===== src/hw/rtl/tmfs_queue.sv =====
// ----------------------------------------------------------------------------
// tmfs_queue
// Short register queue between the classifying front and the executing back.
// ----------------------------------------------------------------------------
module tmfs_queue #(
    parameter int WIDTH = 8,
    parameter int DEPTH = 4
) (
    input  logic             clk,
    input  logic             rst_n,
    input  logic             push,
    input  logic [WIDTH-1:0] push_data,
    output logic             full,
    input  logic             pop,
    output logic             empty,
    output logic [WIDTH-1:0] pop_data
);

    localparam int PTR_W = (DEPTH > 1) ? $clog2(DEPTH) : 1;
    localparam int CNT_W = $clog2(DEPTH + 1);

    logic [WIDTH-1:0] mem_reg [DEPTH];
    logic [PTR_W-1:0] wr_ptr_reg, wr_ptr_next;
    logic [PTR_W-1:0] rd_ptr_reg, rd_ptr_next;
    logic [CNT_W-1:0] count_reg, count_next;
    logic             do_push;
    logic             do_pop;

    assign full     = (count_reg == CNT_W'(DEPTH));
    assign empty    = (count_reg == '0);
    assign do_push  = push && !full;
    assign do_pop   = pop && !empty;
    assign pop_data = mem_reg[rd_ptr_reg];

    always_comb
    begin
        wr_ptr_next = wr_ptr_reg;
        rd_ptr_next = rd_ptr_reg;
        count_next  = count_reg;
        if (do_push)
        begin
            wr_ptr_next = (wr_ptr_reg == PTR_W'(DEPTH - 1)) ? '0 : wr_ptr_reg + 1'b1;
        end
        if (do_pop)
        begin
            rd_ptr_next = (rd_ptr_reg == PTR_W'(DEPTH - 1)) ? '0 : rd_ptr_reg + 1'b1;
        end
        if (do_push && !do_pop)
        begin
            count_next = count_reg + 1'b1;
        end
        else if (do_pop && !do_push)
        begin
            count_next = count_reg - 1'b1;
        end
    end

    always_ff @(posedge clk or negedge rst_n)
    begin
        if (!rst_n)
        begin
            wr_ptr_reg <= '0;
            rd_ptr_reg <= '0;
            count_reg  <= '0;
        end
        else
        begin
            wr_ptr_reg <= wr_ptr_next;
            rd_ptr_reg <= rd_ptr_next;
            count_reg  <= count_next;
        end
    end

    always_ff @(posedge clk)
    begin
        if (do_push)
        begin
            mem_reg[wr_ptr_reg] <= push_data;
        end
    end

    // The front must never offer an item while the queue reports full.
    assert property (@(posedge clk) disable iff (!rst_n) push |-> !full)
        else $error("tmfs_queue: push while full");

endmodule


===== config.mk =====
export PLATFORM = sky130hd
export DESIGN_NAME = tmfs_queue
export DESIGN_NICKNAME = d
export VERILOG_FILES = /design/src/hw/rtl/tmfs_queue.sv
export SDC_FILE = /design/constraint.sdc
export NUM_CORES = 1
export LEC_CHECK = 0
export ABC_CLOCK_PERIOD_IN_PS = 1850
export BUFFER_PORTS_ARGS = -buffer_cell sky130_fd_sc_hd__buf_2
export CAP_MARGIN = 20
export CORE_MARGIN = 5
export CORE_UTILIZATION = 45
export CTS_CLUSTER_SIZE = 40
export DETAILED_ROUTE_END_ITERATION = 16
export HOLD_SLACK_MARGIN = 0.02
export PLACE_DENSITY = 0.67
export SKIP_LAST_GASP = 1
export SLEW_MARGIN = 15
export SYNTH_ARGS = -nofsm -noshare
export SYNTH_HDL_FRONTEND = slang
export SYNTH_SLANG_ARGS = --single-unit

===== constraint.sdc =====
create_clock -name clk -period 1.85 [get_ports clk]
set_input_delay 0.185 -clock clk [delete_from_list [all_inputs] [get_ports clk]]
set_output_delay 0.185 -clock clk [all_outputs]
set_load 0.01 [all_outputs]

==> results.toml, run 1 <==
[status]
outcome = "complete, no violations"

[sta]
setup_tns_ps = 0
timing.final.crit_share_pct = 98.10
period_minus_slack_ps = 1815
worst_slack_ps = 35.21
hold_viol_final = 0
tightest_slew_ps = 459.6
setup_violations = 0
finClkSkew_ps = 8.674
rsz0062_at_grt = "true"
slew_headroom_pct = 69.36
slew_violations = 0
max_clock_freq_mhz = 551.0

[yosys]
synthXorXnorAreaFrac_pct = 1.622
yosys_warnings = 0
ys_types = 19
synth_top_area_share_pct = 59.31
syn_nets = 98
synth_area_um2 = 1620
syn_area_per_cell_um2 = 20.51
synth_top_family_by_area = "multiplexers"
synth_most_common_cell = "edfxtp_1"
synth_simple_gate_area_share_pct = 5.405
synthArstFlopShare_pct = 17.95
synth_edf_count = 32
ys_seq_area_share_pct = 70.12
synthCells = 79
synth_seq_cells = 39
synthAdderAreaFrac_pct = 5.869
yosys.area.top_type = "edfxtp_1"
netlist_top_cells_count = "edfxtp_1 (32), mux4_2 (8), dfrtp_1 (7), ha_1 (6), and2_2 (4)"
synth_compound_area_share_pct = 0
synth_ff_type = "edfxtp_1"
synth.mux.area_fraction_pct = 15.06
synth_area_leaders = "edfxtp_1 (59%), mux4_2 (11%), dfrtp_1 (11%)"

[finish]
largest_reg_flops = 32
syn_to_final_growth_pct = 20.39
drive_gt1_share_pct = 56.52
diodes = 0
fillers = 283
final_cell_area_um2 = 1951
utilization_pct = 57.11
nets = 133

[clocking]
clockRootBuffer = "clkbuf_4"
cts_sinks = 39
cts_tree = "built"
cts_made_buffers = 5
cts_max_level = 2
cts.clk_slew.worst_paths_ps = 110
cts_buffer_depth = 2
clk-insertion-delay-late_ps = 330

[setup_path]
path_cells = "nor3b_4 -> nor2b_2 -> ha_4 -> inv_2 -> fa_2 -> mux2_2"
critPathKind = "flop to flop"
critPathLaunch = "count_reg[1]"
critical_path.endpoint_type = "flop"
crit_fanout = 4
slowest_stage = "dfrtp_2"
path_delay_family = "adder cells"
cp_data_arrival_time_ps = 2040
crit-reg2reg-launch = "count_reg[1]"
crit_buf_inv = 1
worstPathRequired_ps = 2080
startpoint_type = "flop"
cpPeakStageDelay_ps = 470

[floorplanning]
rows = 21
die_width_um = 70.01
num_io_pins = 22
die_area_um2 = 4901
initial_core_util_pct = 47.44
dieHeight_um = 70.01
core_um2 = 3416

[global_routing]
grt_overflow_total = 0
top_usage_layer = "met2"
grt_pass1_wl_um = 4278
grt_util_met1_pct = 13.56
grt_usage_pct = 11.82
grt_max_degree = 13
grt_use_met2_pct = 20.36
antenna_found_initial = 0
met3_usage_pct = 4.448
grt_pass1_vias = 856

[pwr]
p_per_area_nw_per_um2 = 1553
vdd_drop_max_mv = 0.8342
power_w = 0.003029
p_leak_nw = 0.7423

[route]
wl_per_cell_um = 16.14
ant_nets = 0
viasPerCell = 4.901
finalWirelength_um = 2598
vias = 789
drt_first_pass_iters = 4
drc = 0
drt_iter0_markers = 30

[placed_design]
postPlaceCellArea_um2 = 1795
pre_cts_ws_ps = -22.25
hpwlAfterDp_um = 1764
place_congestion = 0.6712
io_buffers = 21

[min_path]
hp-start = "push_data[3]"
worstHoldPathType = "input pin to flop"

[job]
maxCapViolations = 0
==> final cells by class <==
class | count | area (um^2) | area share (%)
sequential | 39 | 1144 | 58.63
multi-input combinational | 34 | 479.2 | 24.57
timing repair buffer | 31 | 182.7 | 9.365
tap | 46 | 57.56 | 2.951
clock inverter | 3 | 38.79 | 1.988
clock buffer | 5 | 37.54 | 1.924
inverter | 3 | 11.26 | 0.5773
==> through the flow <==
stage / hold slack, ps / instances
6_report: 56.73 / 161
4_1_cts: 42.58 / 158
2_1_floorplan: -110.6 / 79
5_1_grt: 36.55 / 161
3_3_place_gp: 30.04 / 144
3_5_place_dp: 34.36 / 144
==> logic make-up after synthesis <==
group / after synthesis
mux: 13
xor+xnor: 3
fa+ha+maj: 7
simple gates: 11
flops: 39
buf+inv: 6
==> cells in the final DEF (no fill, tap or decap) <==
cell type,synthesis,final
fa_2,0,1
clkinv_2,0,1
mux2_4,2,2
ha_1,6,5
ha_4,0,1
buf_4,0,9
and2_2,4,4
nor2b_2,1,1
mux4_2,8,8
nor3_4,0,1
clkinv_1,0,1
buf_2,1,21
xor2_1,2,2
nor2_1,3,3
nand2b_4,1,1
edfxtp_1,32,32
dfrtp_2,0,3
dfrtp_4,0,1
dfrtp_1,7,3
dlygate4sd3_1,0,1
inv_1,3,2
bufinv_16,0,1
clkbuf_4,0,5
xnor2_1,1,1
inv_2,0,1
nor3b_4,1,1
mux2_2,3,3
==> power breakdown <==
part | internal, W | switching (W)
logic | 0.000626 | 0.000435
registers | 0.00120 | 0.000228
clock network | 0.000278 | 0.000260
total | 0.00211 | 0.000923
==> layer usage <==
metal,up-vias,wire length [um]
met5,-,0
met4,0,37
met3,5,117
met2,14,1378
met1,394,1066
li1,376,-
==> final timing paths <==
| path | slack, ps | cells after the start | end |
|---|---|---|---|
| setup / recovery | 40 | 6 | count_reg[1] |
| hold / removal | 60 | 1 | mem_reg[0][3] |
| setup reg to reg | 40 | 6 | count_reg[1] |
| hold reg to reg | 600 | 1 | wr_ptr_reg[1] |
| max in group asynchronous | 1460 | 2 | count_reg[2] |
| min in group asynchronous | 210 | 2 | count_reg[1] |
==> repair_timing <==
item                       4_1_cts  5_1_grt
pin swaps                        0        6
setup buffers                    5        3
setup endpoints to repair       10        8
hold buffers                     1        0
hold endpoints to repair         7        0
resized for setup                3        2
Power figures use the tool's default switching activity.
==> run 2: changes to the inputs <==
--- a/config.mk
+++ b/config.mk
@@ -14,5 +14,5 @@
 export DETAILED_ROUTE_END_ITERATION = 16
 export HOLD_SLACK_MARGIN = 0.02
-export PLACE_DENSITY = 0.67
+export PLACE_DENSITY = 0.72
 export SKIP_LAST_GASP = 1
 export SLEW_MARGIN = 15
==> constraint.sdc (replaced) <==
create_clock -name clk -period 1.85 [get_ports clk]
set_input_delay 0.185 -clock clk [delete_from_list [all_inputs] [get_ports clk]]
set_output_delay 0.185 -clock clk [all_outputs]
set_load 0.02 [all_outputs]
==> run 2 against run 1 <==
Sequential share of layout area grew 0.70 points. Cell count unchanged. Clock skew is 1.7 ps lower. Routed wire length is 6.7% lower. Register-to-register slack better by 20 ps. Design area shrank 1.3%. Combinational power rose by 9%. Sequential power barely moved. Core utilization decreased by 0.73 points. Die area did not move. Non-clock buffer count unchanged. Via count decreased by 1.3%. Highest routed layer unchanged.
==> results.toml, run 2 (synthesis results as in run 1) <==
[pwr]
p_per_area_nw_per_um2 = 1547
p_leak_nw = 0.7361
vdd_drop_max_mv = 0.7792

[sta]
setup_tns_ps = 0
worst_slack_ps = 51.08
timing.final.crit_share_pct = 97.24
finClkSkew_ps = 6.927
setup_violations = 0
hold_viol_final = 0
period_minus_slack_ps = 1799
slew_headroom_pct = 71.11
holdWs_ps = 43.83
tightest_slew_ps = 433.3
max_clock_freq_mhz = 555.9
slew_violations = 0
rsz0062_at_grt = "true"

[finish]
regArea_um2 = 1142
largest_reg_flops = 32
nets = 133
drive_gt1_share_pct = 56.52
layout_common_cells = "edfxtp_1 (32), buf_2 (21), buf_4 (9), mux4_2 (8)"
utilization_pct = 56.37
multi_input_area_um2 = 479.2
layout_commonest_cell = "edfxtp_1"
fillers = 277
syn_to_final_growth_pct = 18.84
diodes = 0

[route]
drc = 0
wl_per_cell_um = 15.05
finalWirelength_um = 2423
drt_first_pass_iters = 4
vias = 779
viasPerCell = 4.839
drt_iter0_markers = 30
ant_nets = 0

[setup_path]
worstPathRequired_ps = 2120
critical_path.endpoint_type = "flop"
crit_buf_inv = 1
cp_data_arrival_time_ps = 2070
crit-reg2reg-launch = "count_reg[0]"
critPathKind = "flop to flop"
cpPeakStageDelay_ps = 470
crit_fanout = 4
path_common_cell = "xor2_1"
r2r_setup_slack_ps = 50
slowest_stage = "dfrtp_2"
reg2reg_depth = 8
path_cells = "nor3_4 -> nand2b_4 -> ha_4 -> inv_2 -> fa_2 -> xor2_1 -> nor2_1 -> xor2_1"
path_delay_family = "flip-flops"
startpoint_type = "flop"
r2r_end = "count_reg[2]"

[clocking]
cts_buffer_depth = 2
cts_tree = "built"
cts_made_buffers = 5
cts_sinks = 39
clk-insertion-delay-late_ps = 340
clockRootBuffer = "clkbuf_4"
cts.clk_slew.worst_paths_ps = 110
cts_max_level = 2

[placed_design]
hpwlAfterDp_um = 1700
io_buffers = 21
place_congestion = 0.7587
pre_cts_ws_ps = -22.61

[floorplanning]
initial_core_util_pct = 47.44
die_area_um2 = 4901
rows = 21
die_width_um = 70.01
core_um2 = 3416
dieHeight_um = 70.01
num_io_pins = 22

[min_path]
hold_end = "mem_reg[0][7]"
worstHoldPathType = "input pin to flop"
hp-start = "push_data[7]"
holdPathStages = 1

[status]
outcome = "complete, no violations"

[global_routing]
grt_usage_pct = 11.41
grt_pass1_wl_um = 4146
grt_max_degree = 13
antenna_found_initial = 0
grt_overflow_total = 0
grt_pass1_vias = 881

[job]
maxCapViolations = 0
## run 2: what timing repair did
item / CTS / global route
setup endpoints to repair: 9 / 10
pin swaps: 0 / 4
endpoints found under the hold margin: 7 / 0
resized for setup: 1 / 3
cloned: 0 / 0
hold buffers: 1 / 0
setup buffers: 5 / 2
## run 2: metal layers
layer	share of wire, %	GRT usage [%]
met5	0	0
met4	1.0	4.468
met3	5.6	5.595
met2	51	18.89
met1	42	12.58
## run 2: final cells by class
type | instances | area share [%]
clock buffer | 5 | 1.949
clock inverter | 3 | 0.7797
inverter | 3 | 0.5848
multi-input combinational | 34 | 24.89
sequential | 39 | 59.32
tap | 46 | 2.989
timing repair buffer | 31 | 9.487
## run 2: worst max-delay path by stage
stage / startpoint / end / cells after the start
finish: count_reg[0] / count_reg[2] / 8
CTS: rd_ptr_reg[0] / pop_data[3] / 2
detailed placement: count_reg[0] / count_reg[2] / 8
global placement: count_reg[0] / count_reg[2] / 8
global route: count_reg[2] / count_reg[2] / 8
floorplan: count_reg[0] / count_reg[1] / 7
## run 2: stage by stage
stage	total power [W]	cell area [um^2]	cells
4_1_cts	0.002991	1904	159
3_3_place_gp	0.002464	1803	145
3_5_place_dp	0.002523	1803	145
5_1_grt	0.003188	1926	161
2_1_floorplan	0.002209	1645	79
6_report	0.002979	1926	161
## run 2: report_power, final
| group | internal, W | leakage (nW) | switching [W] | total, W |
|---|---|---|---|---|
| registers | 0.00120 | 0.372 | 0.000211 | 0.00141 |
| clock network | 0.000141 | 0.0347 | 0.000264 | 0.000405 |
| logic | 0.000630 | 0.329 | 0.000533 | 0.00116 |
| total | 0.00197 | 0.736 | 0.00101 | 0.00298 |
==> run 3: changes to the inputs <==
Settings changed: CORE_UTILIZATION 45 to 50, MAX_ROUTING_LAYER set to met4, PLACE_DENSITY 0.72 to 0.79.
==> run 3 against run 2 <==
The run now ends with negative setup slack left. Die area is 8.6% lower. Routed wire length grew 13%. Sequential share of layout area grew 0.065 points.
==> results.toml, run 3 (synthesis results as in run 1) <==
[sta]
setup_tns_ps = -123.4
slew_headroom_pct = 69.15
max_clock_freq_mhz = 519.3
timing.final.crit_share_pct = 104.1
setup_violations = 2
rsz0062_at_grt = "true"
period_minus_slack_ps = 1926
slew_violations = 0
holdWs_ps = 62.92
tightest_slew_ps = 462.7
worst_slack_ps = -75.75
hold_viol_final = 0
finClkSkew_ps = 6.125

[setup_path]
critPathKind = "flop to flop"
cpPeakStageDelay_ps = 470
startpoint_type = "flop"
slowest_stage = "dfrtp_2"
cp_data_arrival_time_ps = 2190
worstPathRequired_ps = 2110
path_cells = "nor3_4 -> nand2b_4 -> ha_4 -> inv_2 -> fa_2 -> xor2_1 -> nor2_1 -> xor2_1"
path_common_cell = "xor2_1"
critical_path.endpoint_type = "flop"
crit_fanout = 4

[floorplanning]
die_area_um2 = 4479
num_io_pins = 22
initial_core_util_pct = 52.64
die_width_um = 66.93
rows = 20
dieHeight_um = 66.93
core_um2 = 3078

[route]
drt_iter0_markers = 22
drc = 0
finalWirelength_um = 2743
drt_first_pass_iters = 4
ant_nets = 0
viasPerCell = 5.094
wl_per_cell_um = 17.25
vias = 810

[clocking]
cts_sinks = 39
clockRootBuffer = "clkbuf_4"
cts_max_level = 2
clk-insertion-delay-late_ps = 330
cts.clk_slew.worst_paths_ps = 110
cts_tree = "built"
cts_made_buffers = 5
cts_buffer_depth = 2

[finish]
layout_common_cells = "edfxtp_1 (32), buf_2 (21), mux4_2 (8), buf_4 (8)"
syn_to_final_growth_pct = 18.84
nets = 133
final_cell_count_no_fill = 159
utilization_pct = 62.56
layout_commonest_cell = "edfxtp_1"
drive_gt1_share_pct = 55.65
final_cell_area_um2 = 1926
largest_reg_flops = 32
diodes = 0

[placed_design]
dp.cells = 142
postPlaceCellArea_um2 = 1793
hpwlAfterDp_um = 1686
place_congestion = 0.8294
io_buffers = 21

[min_path]
worstHoldPathType = "input pin to flop"

[status]
violations = "negative setup slack"
outcome = "complete, but fails checks"

[global_routing]
grt_usage_pct = 13.41
antenna_found_initial = 0
grt_overflow_total = 0
grt_max_degree = 12
grt_pass1_wl_um = 4084
grt_pass1_vias = 828

[pwr]
vdd_drop_max_mv = 0.7994
p_per_area_nw_per_um2 = 1568
p_leak_nw = 0.7314

[job]
maxCapViolations = 0
==> run 3: repair_timing <==
item | CTS | global route
pin swaps | 2 | 4
resized for setup | 3 | 3
hold endpoints to repair | 7 | 0
setup endpoints to repair | 10 | 3
buffers inserted | 4 | 4
hold buffers | 1 | 0
==> run 3: routing by layer <==
| layer | wire (um) | part of all wire, % | track usage, % | vias to the layer above |
|---|---|---|---|---|
| met5 | 0 | 0 | - | - |
| met4 | 46 | 1.7 | 6.076 | 0 |
| met3 | 100 | 3.6 | 4.047 | 6 |
| met2 | 1480 | 54 | 22.15 | 19 |
| met1 | 1116 | 41 | 14.96 | 413 |
| li1 | - | - | - | 372 |
==> run 3: metrics by stage <==
step | setup WS [ps] | total power [W]
after floorplan | -107.7 | 0.002209
after detailed placement | -11.32 | 0.002500
after CTS | 26.39 | 0.002953
final | -75.75 | 0.003020
after global routing | -180.5 | 0.003187
after global placement | 31.62 | 0.002456
==> run 3: layout make-up <==
class / instances / area [um^2]
fill: 217 / 1152
sequential: 39 / 1144
multi-input combinational: 34 / 479.2
timing repair buffer: 31 / 186.4
tap: 44 / 55.05
clock buffer: 7 / 45.04
inverter: 3 / 11.26
clock inverter: 1 / 5.005
==> run 3: worst max-delay path: cells and delay by family, from the launching register on <==
family	cells	cell delay, ps
simple gates	3	560
fa+ha+maj	2	470
flops	1	470
xor+xnor	2	310
buf+inv	1	30
==> run 3: path summary, 6_finish.rpt <==
kind	end	cells past startpoint	from	slack, ps
max	count_reg[2]	8	count_reg[1]	-80
max in group asynchronous	rd_ptr_reg[0]	2	rst_n	1480
min in group asynchronous	count_reg[2]	2	rst_n	190
max reg2reg	count_reg[2]	8	count_reg[1]	-80
min reg2reg	wr_ptr_reg[1]	1	wr_ptr_reg[1]	590
min	mem_reg[3][6]	1	push_data[6]	60
==> run 3: report_power, final <==
group          switching, W  internal (W)  total (W)
logic              0.000560      0.000633    0.00119
registers          0.000220       0.00120    0.00142
clock network      0.000256      0.000148   0.000404
total               0.00104       0.00198    0.00302
