===== src/hw/rtl/tmfs_pkg.sv =====
// ----------------------------------------------------------------------------
// tmfs_pkg
// Types and fixed constants shared by the front, back, core and bench.
// ----------------------------------------------------------------------------
package tmfs_pkg;

    typedef struct packed {
        logic [7:0] red;
        logic [7:0] green;
        logic [7:0] blue;
    } pixel_t;

    localparam int PIXEL_W        = 24;
    localparam int MASK_W         = 8;
    localparam int FRAME_WIDTH_W  = 10;
    localparam int FRAME_HEIGHT_W = 9;
    localparam int SIZE_W         = 19;
    localparam int CFG_DATA_W     = 10;
    localparam int CFG_INDEX_W    = 1;
    localparam int PROD_W         = 16;
    localparam int IDX_W          = 8;
    localparam int AGE_W          = 5;

    localparam int RESET_FRAME_WIDTH  = 640;
    localparam int RESET_FRAME_HEIGHT = 480;

    // x / 255 equals (x * 0x8081) >> 23 for every 16-bit x.
    localparam int RECIP_W     = 17;
    localparam int RECIP_PROD_W = 33;
    localparam logic [RECIP_W-1:0] RECIP_255 = 17'h08081;
    localparam int RECIP_SHIFT = 23;

    localparam int QUEUE_DEPTH = 4;

    typedef enum logic [CFG_INDEX_W-1:0] {
        REG_FRAME_WIDTH  = 1'b0,
        REG_FRAME_HEIGHT = 1'b1
    } cfg_reg_t;

endpackage


===== src/hw/rtl/tmfs_front.sv =====
// ----------------------------------------------------------------------------
// tmfs_front
// Accepts pixels, tracks frame position and the history ring, and classifies
// each pixel into a queue entry for the back end.
// ----------------------------------------------------------------------------
module tmfs_front
    import tmfs_pkg::*;
#(
    parameter int HISTORY_FRAMES = 32,
    parameter int MAX_WIDTH      = 640,
    parameter int MAX_HEIGHT     = 480
) (
    input  logic                   clk,
    input  logic                   rst_n,
    input  logic                   cfg_valid,
    output logic                   cfg_ready,
    input  logic [CFG_INDEX_W-1:0] cfg_index,
    input  logic [CFG_DATA_W-1:0]  cfg_data,
    input  logic [7:0]             red,
    input  logic [7:0]             green,
    input  logic [7:0]             blue,
    input  logic [MASK_W-1:0]      mask,
    input  logic                   in_valid,
    output logic                   in_stall,
    output logic                   push,
    output logic [PIXEL_W + PROD_W + 2 * $clog2(HISTORY_FRAMES)
                  + ((MAX_WIDTH * MAX_HEIGHT > 1) ? $clog2(MAX_WIDTH * MAX_HEIGHT) : 1)
                  : 0]             push_data,
    input  logic                   q_full
);

    localparam int FRAME_CELLS = MAX_WIDTH * MAX_HEIGHT;
    localparam int SLOT_W      = $clog2(HISTORY_FRAMES);
    localparam int HELD_W      = $clog2(HISTORY_FRAMES + 1);
    localparam int POS_W       = (FRAME_CELLS > 1) ? $clog2(FRAME_CELLS) : 1;
    localparam int CMP_W       = ((POS_W > SIZE_W) ? POS_W : SIZE_W) + 1;
    localparam int RST_W       = (MAX_WIDTH < RESET_FRAME_WIDTH) ? MAX_WIDTH
                                                                  : RESET_FRAME_WIDTH;
    localparam int RST_H       = (MAX_HEIGHT < RESET_FRAME_HEIGHT) ? MAX_HEIGHT
                                                                    : RESET_FRAME_HEIGHT;

    logic [FRAME_WIDTH_W-1:0]  width_reg, width_next;
    logic [FRAME_HEIGHT_W-1:0] height_reg, height_next;
    logic [SIZE_W-1:0]         size_reg, size_next;
    logic [FRAME_WIDTH_W-1:0]  width_clamped;
    logic [FRAME_HEIGHT_W-1:0] height_clamped;

    logic [POS_W-1:0]  pos_reg, pos_next;
    logic [SLOT_W-1:0] slot_reg, slot_next;
    logic [HELD_W-1:0] held_reg, held_next;
    logic [SLOT_W-1:0] held_m1;
    logic [PROD_W-1:0] prod;
    logic              last;
    logic              accept;
    pixel_t            pix;

    assign cfg_ready = 1'b1;
    assign in_stall  = q_full;
    assign accept    = in_valid && !in_stall;
    assign push      = accept;

    // A register write must already hold for the next pixel, so the frame
    // size is formed from the values being written.
    always_comb
    begin
        width_next  = width_reg;
        height_next = height_reg;
        if (cfg_valid && cfg_ready)
        begin
            case (cfg_reg_t'(cfg_index))
                REG_FRAME_WIDTH:  width_next  = cfg_data;
                REG_FRAME_HEIGHT: height_next = cfg_data[FRAME_HEIGHT_W-1:0];
                default:          width_next  = width_reg;
            endcase
        end
    end

    always_comb
    begin
        if (width_next == '0)
        begin
            width_clamped = FRAME_WIDTH_W'(1);
        end
        else if ({22'd0, width_next} > 32'(MAX_WIDTH))
        begin
            width_clamped = FRAME_WIDTH_W'(MAX_WIDTH);
        end
        else
        begin
            width_clamped = width_next;
        end

        if (height_next == '0)
        begin
            height_clamped = FRAME_HEIGHT_W'(1);
        end
        else if ({23'd0, height_next} > 32'(MAX_HEIGHT))
        begin
            height_clamped = FRAME_HEIGHT_W'(MAX_HEIGHT);
        end
        else
        begin
            height_clamped = height_next;
        end

        size_next = SIZE_W'({9'd0, width_clamped} * {10'd0, height_clamped});
    end

    // Frame bookkeeping for the pixel being accepted.
    always_comb
    begin
        slot_next = slot_reg;
        held_next = held_reg;
        if (pos_reg == '0)
        begin
            if (held_reg == '0)
            begin
                slot_next = '0;
                held_next = HELD_W'(1);
            end
            else
            begin
                slot_next = (slot_reg == SLOT_W'(HISTORY_FRAMES - 1)) ? '0
                                                                       : slot_reg + 1'b1;
                held_next = (held_reg == HELD_W'(HISTORY_FRAMES)) ? held_reg
                                                                   : held_reg + 1'b1;
            end
        end
        held_m1  = SLOT_W'(held_next - HELD_W'(1));
        prod     = PROD_W'(mask) * PROD_W'(held_m1);
        last     = (CMP_W'(pos_reg) + CMP_W'(1)) >= CMP_W'(size_reg);
        pos_next = last ? '0 : pos_reg + 1'b1;
    end

    assign pix.red    = red;
    assign pix.green  = green;
    assign pix.blue   = blue;
    assign push_data  = {pix, prod, held_m1, slot_next, pos_reg, last};

    always_ff @(posedge clk or negedge rst_n)
    begin
        if (!rst_n)
        begin
            width_reg  <= FRAME_WIDTH_W'(RESET_FRAME_WIDTH);
            height_reg <= FRAME_HEIGHT_W'(RESET_FRAME_HEIGHT);
            size_reg   <= SIZE_W'(RST_W * RST_H);
            pos_reg    <= '0;
            slot_reg   <= '0;
            held_reg   <= '0;
        end
        else
        begin
            width_reg  <= width_next;
            height_reg <= height_next;
            size_reg   <= size_next;
            if (accept)
            begin
                pos_reg  <= pos_next;
                slot_reg <= slot_next;
                held_reg <= held_next;
            end
        end
    end

    // Once a pixel has been taken the ring holds between one and all frames.
    assert property (@(posedge clk) disable iff (!rst_n)
        accept |=> (held_reg != '0) && (held_reg <= HELD_W'(HISTORY_FRAMES)))
        else $error("tmfs_front: frame count out of range");

endmodule


===== config.mk =====
export PLATFORM = sky130hd
export DESIGN_NAME = tmfs_front
export DESIGN_NICKNAME = d
export VERILOG_FILES = /design/src/hw/rtl/tmfs_pkg.sv /design/src/hw/rtl/tmfs_front.sv
export SDC_FILE = /design/constraint.sdc
export NUM_CORES = 1
export LEC_CHECK = 0
export BUFFER_PORTS_ARGS = -buffer_cell sky130_fd_sc_hd__buf_2
export CAP_MARGIN = 20
export CORE_UTILIZATION = 50
export DETAILED_ROUTE_END_ITERATION = 10
export PLACE_DENSITY = 0.71
export SLEW_MARGIN = 40
export SYNTH_ARGS = -nofsm -noshare
export SYNTH_HDL_FRONTEND = slang
export SYNTH_SLANG_ARGS = --single-unit

===== constraint.sdc =====
create_clock -name clk -period 17.25 [get_ports clk]
set_input_delay 1.725 -clock clk [delete_from_list [all_inputs] [get_ports clk]]
set_output_delay 1.725 -clock clk [all_outputs]
set_load 0.03 [all_outputs]

==> metrics.md, run 1 <==
| Metric | Value |
|---|---|
| Vias per cell | 5.44 |
| Nets@finish | 1205 |
| Top cell type's share of synthesized area | 18.1% |
| Post-CTS setup buffer count | 0 |
| Clk_skew | 9.15 ps |
| CTS buffer count | 9 |
| Most common cell after layout, fill and taps aside | inv_1 |
| Core footprint | 16100 um^2 |
| Leading cell types in the layout, fill and taps excluded | inv_1, nand2_1, ha_1 |
| Pwr dens | 218 nW/um^2 |
| Resize count post-CTS | 0 |
| Critical path endpoint category | primary output |
| I/O Buffers | 68 |
| Maximum vdd drop | 0.263 mV |
| Synthesis warning total | 0 |
| Crit path cell chain | nor4_2, nand2_1, nor2_1, a31oi_1, buf_4, ha_1, a21oi_1, o21ai_0, fa_1, fa_1, fa_1, inv_1, ha_1, a21o_1, a21oi_1, o21ai_0, or4_1, a211o_1, o211ai_1, buf_2 |
| Top_reg_cell synth | dfrtp_1 |
| Gpl congestion | 0.938 |
| Max Cap Viol | 0 |
| Vias in the first global route | 6265 |
| Post-synth EDFFs | 0 |
| Cts hold-fix bufs | 0 |
| # DRC | 0 |
| Required time worst endpoint | 15520 ps |
| Initial antenna violation count | 0 |
| Pre-CTS WS | 9070 ps |
| Mapped cell area | 8300 um^2 |
| I/O pin count | 121 |
| Drt pass-1 iters | 5 |
| FF-to-FF setup slack | 11370 ps |
| Initial core utilization | 51.7% |
| CP Launch Type | register |
| First-pass GRT wire length | 29.9 mm |
| Largest net degree at the start of global routing | 69 |
| ANT nets after route | 0 |
| Global Route Usage Sum | 22.3% |
| CTS tree | yes |
| Final setup fails | 0 |
| Worst path bufs/invs | 3 |
| Die height | 131 um |
| Clk root buf | clkbuf_16 |
| Setup tns final | 0 ps |
| Wire length per cell | 14.8 um |
| FILL cells | 1457 |
| Htree depth | 3 |
| Longest Clk Path Bufs | 2 |
| Floorplan row count | 46 |
| Crit Path Class | reg -> out |
| Post-DP HPWL | 14.3 mm |
| Seq/Total Area, Yosys | 20.6% |
| Worst-Margin Slew | 771 ps |
| Area leader, netlist | fa_1 |
| Critical Path Fanout Max | 11 |
| Status | finished clean |
| Worst skew pair latency | 340 ps |
| Share of synthesized registers carrying an async set or reset | 100% |
| Synth top area cells | fa_1, dfrtp_1, ha_1 |
| Period utilization | 49.6% |
| Total number of vias | 6619 |
| Synthesis-stage register bit count | 68 |
| Count of different cell masters after synthesis | 69 |
| Arr. time, crit path | 6820 ps |
| Top cell by count, worst path | fa_1 |
| Final worst slack | 8700 ps |
| Slowest cell on the critical path | fa_1 |
| Clock Pin Slew Worst Setup and Hold Paths | 60 ps |
| Fmax | 0.117 GHz |
| Total Routed Length | 18.0 mm |
| # diodes | 0 |
| Leak Pwr | 0.00458 uW |
| Die width | 131 um |
| Fin. max-slew vios | 0 |
| Fraction of layout cells with a size suffix above 1 | 12.6% |
| RSZ-0062 raised after global routing | false |
| Syn Area/Cell | 8.63 um^2 |
| 1st-iter DRT viols | 418 |
| Final Hold Violating Endpoints | 0 |
| DIE AREA | 17100 um^2 |
| Worst Hold Class | reg -> reg |
| Non-Filler Instances | 1217 |
| Synth-to-layout area growth | 7.96% |
| Top delay family on crit path | adder cells |
| Post-Place Cells | 1201 |
| Slew margin rel. | 47.1% |
| WHS | 534 ps |
| Grt total ovfl | 0 |
| Post-Synthesis Cells | 962 |
| Min cycle time layout | 8550 ps |
| CTS sink count | 68 |
| Crit-path max cell delay | 550 ps |
-- final cells by class --
cell class              instances  area (um^2)  share of cell area [%]
well taps                     216          270                    3.02
flip-flops and latches         68         1710                    19.1
clock buffers                  11          253                    2.82
inverters                     150          563                    6.28
multi-input cells             694         5720                    63.8
clock inverters                 5         58.8                   0.656
repair buffers                 73          382                    4.26
-- power by group --
| group | internal [uW] | switching [uW] |
|---|---|---|
| Sequential | 215 | 40.0 |
| Combinational | 572 | 931 |
| Clock | 120 | 74.0 |
-- worst min-delay path, stage by stage, from the launching register on --
cell     delay [ps]
dfrtp_1         360
o21ai_0          80
o21ai_0          60
-- cell families (layout without fill, tap and decap cells) --
logic type / count (synthesis) / count (layout) / share of synthesized area [%]
and+or+nand+nor: 324 / 324 / 19.1
buffers and inverters: 202 / 239 / 10.7
adders and majority gates: 161 / 161 / 31.0
AOI/OAI and AO/OA: 144 / 144 / 11.5
DFF: 68 / 68 / 20.6
xor gates and xnor gates: 35 / 35 / 3.69
muxes: 26 / 26 / 3.24
other: 2 / 4 / 0.0904
-- routing by layer --
metal	share of wire (%)	GRT usage, %	vias to the layer above	routed length (um)
met5	0	0	-	0
met4	2.1	7.03	0	371
met3	5.4	3.83	30	974
met2	46	36.6	223	8340
met1	46	30.2	3128	8290
li1	-	-	3238	-
-- final timing paths --
path                              start             to  depth (start not counted)
setup / recovery            pos_reg[11]  push_data[42]                         20
hold / removal              slot_reg[3]    slot_reg[3]                          2
setup reg to reg           width_reg[1]   size_reg[18]                         19
hold reg to reg             slot_reg[3]    slot_reg[3]                          2
max in group asynchronous         rst_n   width_reg[8]                          2
min in group asynchronous         rst_n    pos_reg[14]                          2
-- stage by stage --
step                area, um^2  power [uW]  util, %
detailed placement        8650        1760     53.9
CTS                       8960        1970     55.8
global route              8960        2180     55.8
global placement          8640        1740     53.8
finish                    8960        1950     55.8
floorplan                 8310        1460        -
-- cells in the mapped netlist (3+ instances only) --
master and number:
dfrtp_1 58, o21a_1 8, xor2_1 6, nand2_1 99
nor4_2 4, ha_1 86, a21o_1 11, fa_1 75
o21bai_1 3, nand4_1 14, nor2b_1 4, dfstp_2 10
and2_1 18, buf_2 8, or2_1 3, buf_4 31
or2_2 4, and4_1 3, a31oi_1 13, o22ai_1 8
mux2_2 4, nand4b_1 4, o21ai_0 39, nor3_1 20
nor2_1 84, o211ai_1 4, nand2b_1 14, a211oi_1 5
inv_1 150, nor4_1 6, nand3_1 26, mux2i_1 21
a21oi_1 28, xnor2_1 29, clkbuf_1 13, and3_1 7
Note: power is estimated with default switching activity, not from simulation.
==> inputs of run 2 (changes only) <==
--- a/config.mk
+++ b/config.mk
@@ -9,7 +9,7 @@
 export CAP_MARGIN = 20
 export CORE_UTILIZATION = 50
 export DETAILED_ROUTE_END_ITERATION = 10
-export PLACE_DENSITY = 0.71
+export PLACE_DENSITY = 0.74
 export SLEW_MARGIN = 40
 export SYNTH_ARGS = -nofsm -noshare
 export SYNTH_HDL_FRONTEND = slang
==> constraint.sdc (replaced) <==
create_clock -name clk -period 7.7 [get_ports clk]
set_input_delay 0.77 -clock clk [delete_from_list [all_inputs] [get_ports clk]]
set_output_delay 0.77 -clock clk [all_outputs]
set_load 0.03 [all_outputs]
==> metrics.md, run 2 (synthesis results as in run 1) <==
| Metric | Value |
|---|---|
| Period utilization | 94.9% |
| Critical path endpoint category | primary output |
| Final worst slack | 392 ps (-8310 ps) |
| Clk_skew | 11.4 ps (+2.25 ps) |
| FILL cells | 1458 (+0.069%) |
| Crit Path Class | reg -> out |
| WHS | 526 ps (-7.69 ps) |
| Slowest cell on the critical path | fa_1 |
| Final setup fails | 0 (unchanged) |
| Setup tns final | 0 ps (unchanged) |
| Status | finished clean |
| CTS sink count | 68 (unchanged) |
| # DRC | 0 (unchanged) |
| Min cycle time layout | 7310 ps |
| 1st-iter DRT viols | 434 (+3.8%) |
| Fin. max-slew vios | 0 (unchanged) |
| Slew margin rel. | 47.4% (+0.30 points) |
| Fraction of layout cells with a size suffix above 1 | 13.1% (+0.53 points) |
| ANT nets after route | 0 (unchanged) |
| Crit-path max cell delay | 550 ps (about the same) |
| Largest net degree at the start of global routing | 69 (unchanged) |
| CTS buffer count | 9 (unchanged) |
| Most common cell after layout, fill and taps aside | inv_1 |
| Floorplan row count | 46 (unchanged) |
| Die width | 131 um (unchanged) |
| Grt total ovfl | 0 (unchanged) |
| Total number of vias | 6673 (+0.82%) |
| Clk root buf | clkbuf_16 |
| Die height | 131 um (unchanged) |
| Final Core Density | 56.0% (+0.19 points) |
| Final Hold Violating Endpoints | 0 (unchanged) |
| Critical Path Fanout Max | 11 (unchanged) |
| Leak Pwr | 0.00463 uW (+0.92%) |
| First-pass GRT wire length | 30.7 mm (+2.5%) |
| Total Routed Length | 18.3 mm (+2.0%) |
| CP Launch Type | register |
| Gpl congestion | 0.888 (-5.3%) |
| Multi-input logic area | 5730 um^2 (about the same) |
| Worst skew pair latency | 340 ps (about the same) |
| Top delay family on crit path | adder cells |
| DIE AREA | 17100 um^2 (unchanged) |
| Fmax | 0.137 GHz |
| Cts hold-fix bufs | 0 (unchanged) |
| Synth-to-layout area growth | 8.32% |
| Leading cell types in the layout, fill and taps excluded | inv_1, nand2_1, ha_1 |
| Htree depth | 3 (unchanged) |
| Global Route Usage Sum | 22.8% (+0.45 points) |
| Nets@finish | 1210 (+0.41%) |
| Register area | 1710 um^2 (unchanged) |
| Core footprint | 16100 um^2 (unchanged) |
| Required time worst endpoint | 6930 ps (-8590 ps) |
| Initial antenna violation count | 0 (unchanged) |
| Clock Pin Slew Worst Setup and Hold Paths | 60 ps (about the same) |
| Max Cap Viol | 0 (unchanged) |
| Wire length per cell | 15.0 um (+1.6%) |
| Arr. time, crit path | 6540 ps (-280 ps) |
| I/O Buffers | 68 (unchanged) |
| Post-DP HPWL | 14.3 mm (+0.29%) |
| Maximum vdd drop | 0.588 mV (+120%) |
| CTS tree | yes |
| Vias in the first global route | 6470 (+3.3%) |
| Pre-CTS WS | 573 ps (-8500 ps) |
| Pwr dens | 485 nW/um^2 (+120%) |
| # diodes | 0 (unchanged) |
| Worst-Margin Slew | 783 ps (+11.5 ps) |
| Drt pass-1 iters | 5 (unchanged) |
| Vias per cell | 5.46 (+0.40%) |
| Longest Clk Path Bufs | 2 (unchanged) |
| Initial core utilization | 51.7% (unchanged) |
| I/O pin count | 121 (unchanged) |
| Worst path bufs/invs | 4 (+1) |
| Worst Hold Class | in -> async |
| Total power | 4360 uW (+120%) |
| Crit path cell chain | inv_1, ha_1, nor4b_2, nand2_1, nor2_2, a21oi_1, a31oi_1, buf_4, ha_1, and3_2, o21ai_0, fa_1, fa_1, fa_1, inv_1, ha_1, a21o_1, a21oi_1, o21ai_0, or4_1, a211o_1, o211ai_1, buf_2 |
run 2: worst paths after layout:
check | start | endpoint | slack (ps) | depth (start not counted)
min reg2reg | width_reg[6] | width_reg[6] | 570 | 2
max in group asynchronous | rst_n | held_reg[4] | 6720 | 2
max reg2reg | height_reg[3] | size_reg[18] | 1800 | 19
min | rst_n | height_reg[2] | 530 | 2
max | pos_reg[0] | push_data[42] | 390 | 23
min in group clk | width_reg[6] | width_reg[6] | 570 | 2
run 2: repair_timing:
item,in CTS,in global routing
resized for setup,0,4
buffers inserted,0,0
setup endpoints to repair,0,2
run 2: report_power, final:
| part | leakage [uW] | switching [uW] | total (uW) | internal [uW] |
|---|---|---|---|---|
| logic | 0.00364 | 2090 | 3370 | 1280 |
| registers | 0.000834 | 86.0 | 569 | 483 |
| clock network | 0.000150 | 176 | 428 | 253 |
| total | 0.00463 | 2350 | 4360 | 2020 |
run 2: cell type report:
cell class / count / area share, %
tap: 216 / 3.01
sequential: 68 / 19.1
multi-input combinational: 694 / 63.7
clock buffer: 9 / 2.50
inverter: 150 / 6.26
timing repair buffer: 78 / 4.66
clock inverter: 7 / 0.835
run 2: through the flow:
step	cells	area (um^2)
2_1_floorplan	964	8310
3_3_place_gp	1206	8670
3_5_place_dp	1206	8680
4_1_cts	1222	8980
5_1_grt	1222	8990
6_report	1222	8990
run 2: metal layers:
layer	part of all wire [%]	GRT usage, %
met5	0	0
met4	1.5	5.68
met3	4.6	4.03
met2	48	37.9
met1	46	30.8
==> inputs of run 3 (changes only) <==
--- a/config.mk
+++ b/config.mk
@@ -7,9 +7,9 @@
 export LEC_CHECK = 0
 export BUFFER_PORTS_ARGS = -buffer_cell sky130_fd_sc_hd__buf_2
 export CAP_MARGIN = 20
-export CORE_UTILIZATION = 50
+export CORE_UTILIZATION = 48
 export DETAILED_ROUTE_END_ITERATION = 10
-export PLACE_DENSITY = 0.74
+export PLACE_DENSITY = 0.72
 export SLEW_MARGIN = 40
 export SYNTH_ARGS = -nofsm -noshare
 export SYNTH_HDL_FRONTEND = slang
==> metrics.md, run 3 (synthesis results as in run 1) <==
| Metric | Value |
|---|---|
| Status | finished clean |
| 1st-iter DRT viols | 541 (+25%) |
| Wire length per cell | 15.1 um (+0.65%) |
| Worst path bufs/invs | 2 (-2) |
| Worst Hold Class | in -> async |
| Critical path endpoint category | primary output |
| Crit path cell chain | nor4_2, nand3_2, nor2_2, a31oi_1, ha_1, xnor2_1, nand2_1, fa_1, fa_1, fa_1, inv_1, ha_1, a21o_1, a21oi_1, o21ai_0, or4_1, a211o_1, o211ai_1, buf_2 |
| Vias in the first global route | 6503 (+0.51%) |
| Nets@finish | 1209 (-0.083%) |
| Top delay family on crit path | adder cells |
| Clk root buf | clkbuf_16 |
| Slowest cell on the critical path | fa_1 |
| Fin. max-slew vios | 0 (unchanged) |
| I/O pin count | 121 (unchanged) |
| Top cell by count, worst path | fa_1 |
| Resize count post-CTS | 0 (unchanged) |
| Crit-path max cell delay | 550 ps (about the same) |
| Initial antenna violation count | 0 (unchanged) |
| Drt pass-1 iters | 5 (unchanged) |
| I/O Buffers | 68 (unchanged) |
| # diodes | 0 (unchanged) |
| Worst-Margin Slew | 825 ps (+42.3 ps) |
| Htree depth | 3 (unchanged) |
| Worst skew pair latency | 350 ps (about the same) |
| Required time worst endpoint | 6930 ps (about the same) |
| Core footprint | 16800 um^2 (+4.4%) |
| Initial core utilization | 49.5% (-2.2 points) |
| Fmax | 0.138 GHz (+0.66%) |
| Clock Pin Slew Worst Setup and Hold Paths | 60 ps (about the same) |
| DIE AREA | 17800 um^2 (+4.1%) |
| Largest net degree at the start of global routing | 69 (unchanged) |
| Total number of vias | 6740 (+1.0%) |
| Pre-CTS WS | 695 ps (+123 ps) |
| Combinational power share | 77.8% (+0.6 points) |
| Most common cell after layout, fill and taps aside | inv_1 |
| Period utilization | 94.3% (-0.62 points) |
| First-pass GRT wire length | 31.1 mm (+1.3%) |
| Synth-to-layout area growth | 8.02% |
| Final worst slack | 440 ps (+48.0 ps) |
| RSZ-0062 raised after global routing | false |
| # DRC | 0 (unchanged) |
| Min cycle time layout | 7260 ps (-48.0 ps) |
| CTS tree | yes |
| Pwr dens | 486 nW/um^2 (+0.17%) |
| Share of power burned in registers | 13.1% (about the same) |
| Arr. time, crit path | 6490 ps (-50 ps) |
| Floorplan row count | 47 (+2.2%) |
| CTS sink count | 68 (unchanged) |
| Die height | 134 um (+2.0%) |
| Leak Pwr | 0.00459 uW (-0.66%) |
| ANT nets after route | 0 (unchanged) |
| Clk_skew | 7.89 ps (-3.51 ps) |
| Vias per cell | 5.50 (+0.76%) |
| Post-DP HPWL | 14.5 mm (+1.2%) |
| Clk pwr share | 9.2% (-0.6 points) |
| P_int | 1990 uW (-1.0%) |
| Post-CTS setup buffer count | 0 (unchanged) |
| Max Cap Viol | 0 (unchanged) |
| CP Launch Type | register |
| Total Routed Length | 18.5 mm (+0.90%) |
| Leading cell types in the layout, fill and taps excluded | inv_1, nand2_1, ha_1 |
| Gpl congestion | 0.898 (+1.1%) |
| Final Hold Violating Endpoints | 0 (unchanged) |
| Global Route Usage Sum | 21.7% (-1.1 points) |
| Die width | 134 um (+2.0%) |
| Cts hold-fix bufs | 0 (unchanged) |
| Critical Path Fanout Max | 9 (-2) |
| Final setup fails | 0 (unchanged) |
| Longest Clk Path Bufs | 2 (unchanged) |
| Slew margin rel. | 44.6% (-2.8 points) |
| CTS buffer count | 9 (unchanged) |
| Switch share | 54.2% (+0.44 points) |
| Net switching power | 2360 uW (+0.70%) |
| Fraction of layout cells with a size suffix above 1 | 12.9% (-0.19 points) |
| Grt total ovfl | 0 (unchanged) |
| Maximum vdd drop | 0.508 mV (-14%) |
| Crit Path Class | reg -> out |
| Setup tns final | 0 ps (unchanged) |
==> run 3: final cells by class <==
class	instances	area, um^2
Sequential cell	68	1710
Multi-Input combinational cell	694	5730
Fill cell	1586	7790
Clock inverter	5	36.3
Clock buffer	11	243
Tap cell	220	275
Inverter	150	563
Timing Repair Buffer	77	412
==> run 3: path summary, 6_finish.rpt <==
path,startpoint,endpoint,slack [ps],cells after the start
setup / recovery,pos_reg[15],push_data[42],440,19
hold / removal,rst_n,pos_reg[10],520,2
setup reg to reg,width_reg[1],size_reg[18],1820,19
hold reg to reg,slot_reg[3],slot_reg[3],550,2
max in group asynchronous,rst_n,height_reg[0],6710,2
min in group clk,slot_reg[3],slot_reg[3],550,2
==> run 3: layer usage <==
metal  GRT usage (%)  up-vias  wire [um]
met4            4.67        0        225
met3            4.19       23        947
li1                -     3243          -
met1            28.9     3246       8290
met2            36.5      228       9030
met5               0        -          0
==> run 3: power by group through the flow <==
stage          clock network, uW  registers (uW)  logic (uW)
2_1_floorplan                  0             603        2660
3_3_place_gp                   0             573        3310
3_5_place_dp                   0             576        3380
4_1_cts                      409             570        3420
5_1_grt                      419             586        3830
6_report                     400             570        3390
==> run 3: worst reg2reg max path, cell delays in order, from the launching register on <==
cell and delay (ps):
dfrtp_1 400, nor4_1 370, nand3_1 200, and2_4 230, a211oi_4 340, or2_0 370, nor2_1 120, fa_1 510
fa_1 520, fa_1 550, inv_1 50, fa_1 520, inv_1 40, ha_1 350, a211oi_1 240, o211ai_1 160
a41oi_1 390, o21ai_0 150, a21oi_1 180, xnor2_1 130
==> run 3: metrics by stage <==
| step | instance area, um^2 | utilization (%) | total power [uW] | hold WS (ps) | instances |
|---|---|---|---|---|---|
| 6_report | 8970 | 53.5 | 4360 | 521 | 1225 |
| 5_1_grt | 8970 | 53.5 | 4830 | 576 | 1225 |
| 4_1_cts | 8950 | 53.4 | 4400 | 545 | 1225 |
| 3_5_place_dp | 8680 | 51.8 | 3960 | 535 | 1209 |
| 3_3_place_gp | 8670 | 51.7 | 3880 | 538 | 1209 |
| 2_1_floorplan | 8310 | - | 3270 | 474 | 964 |
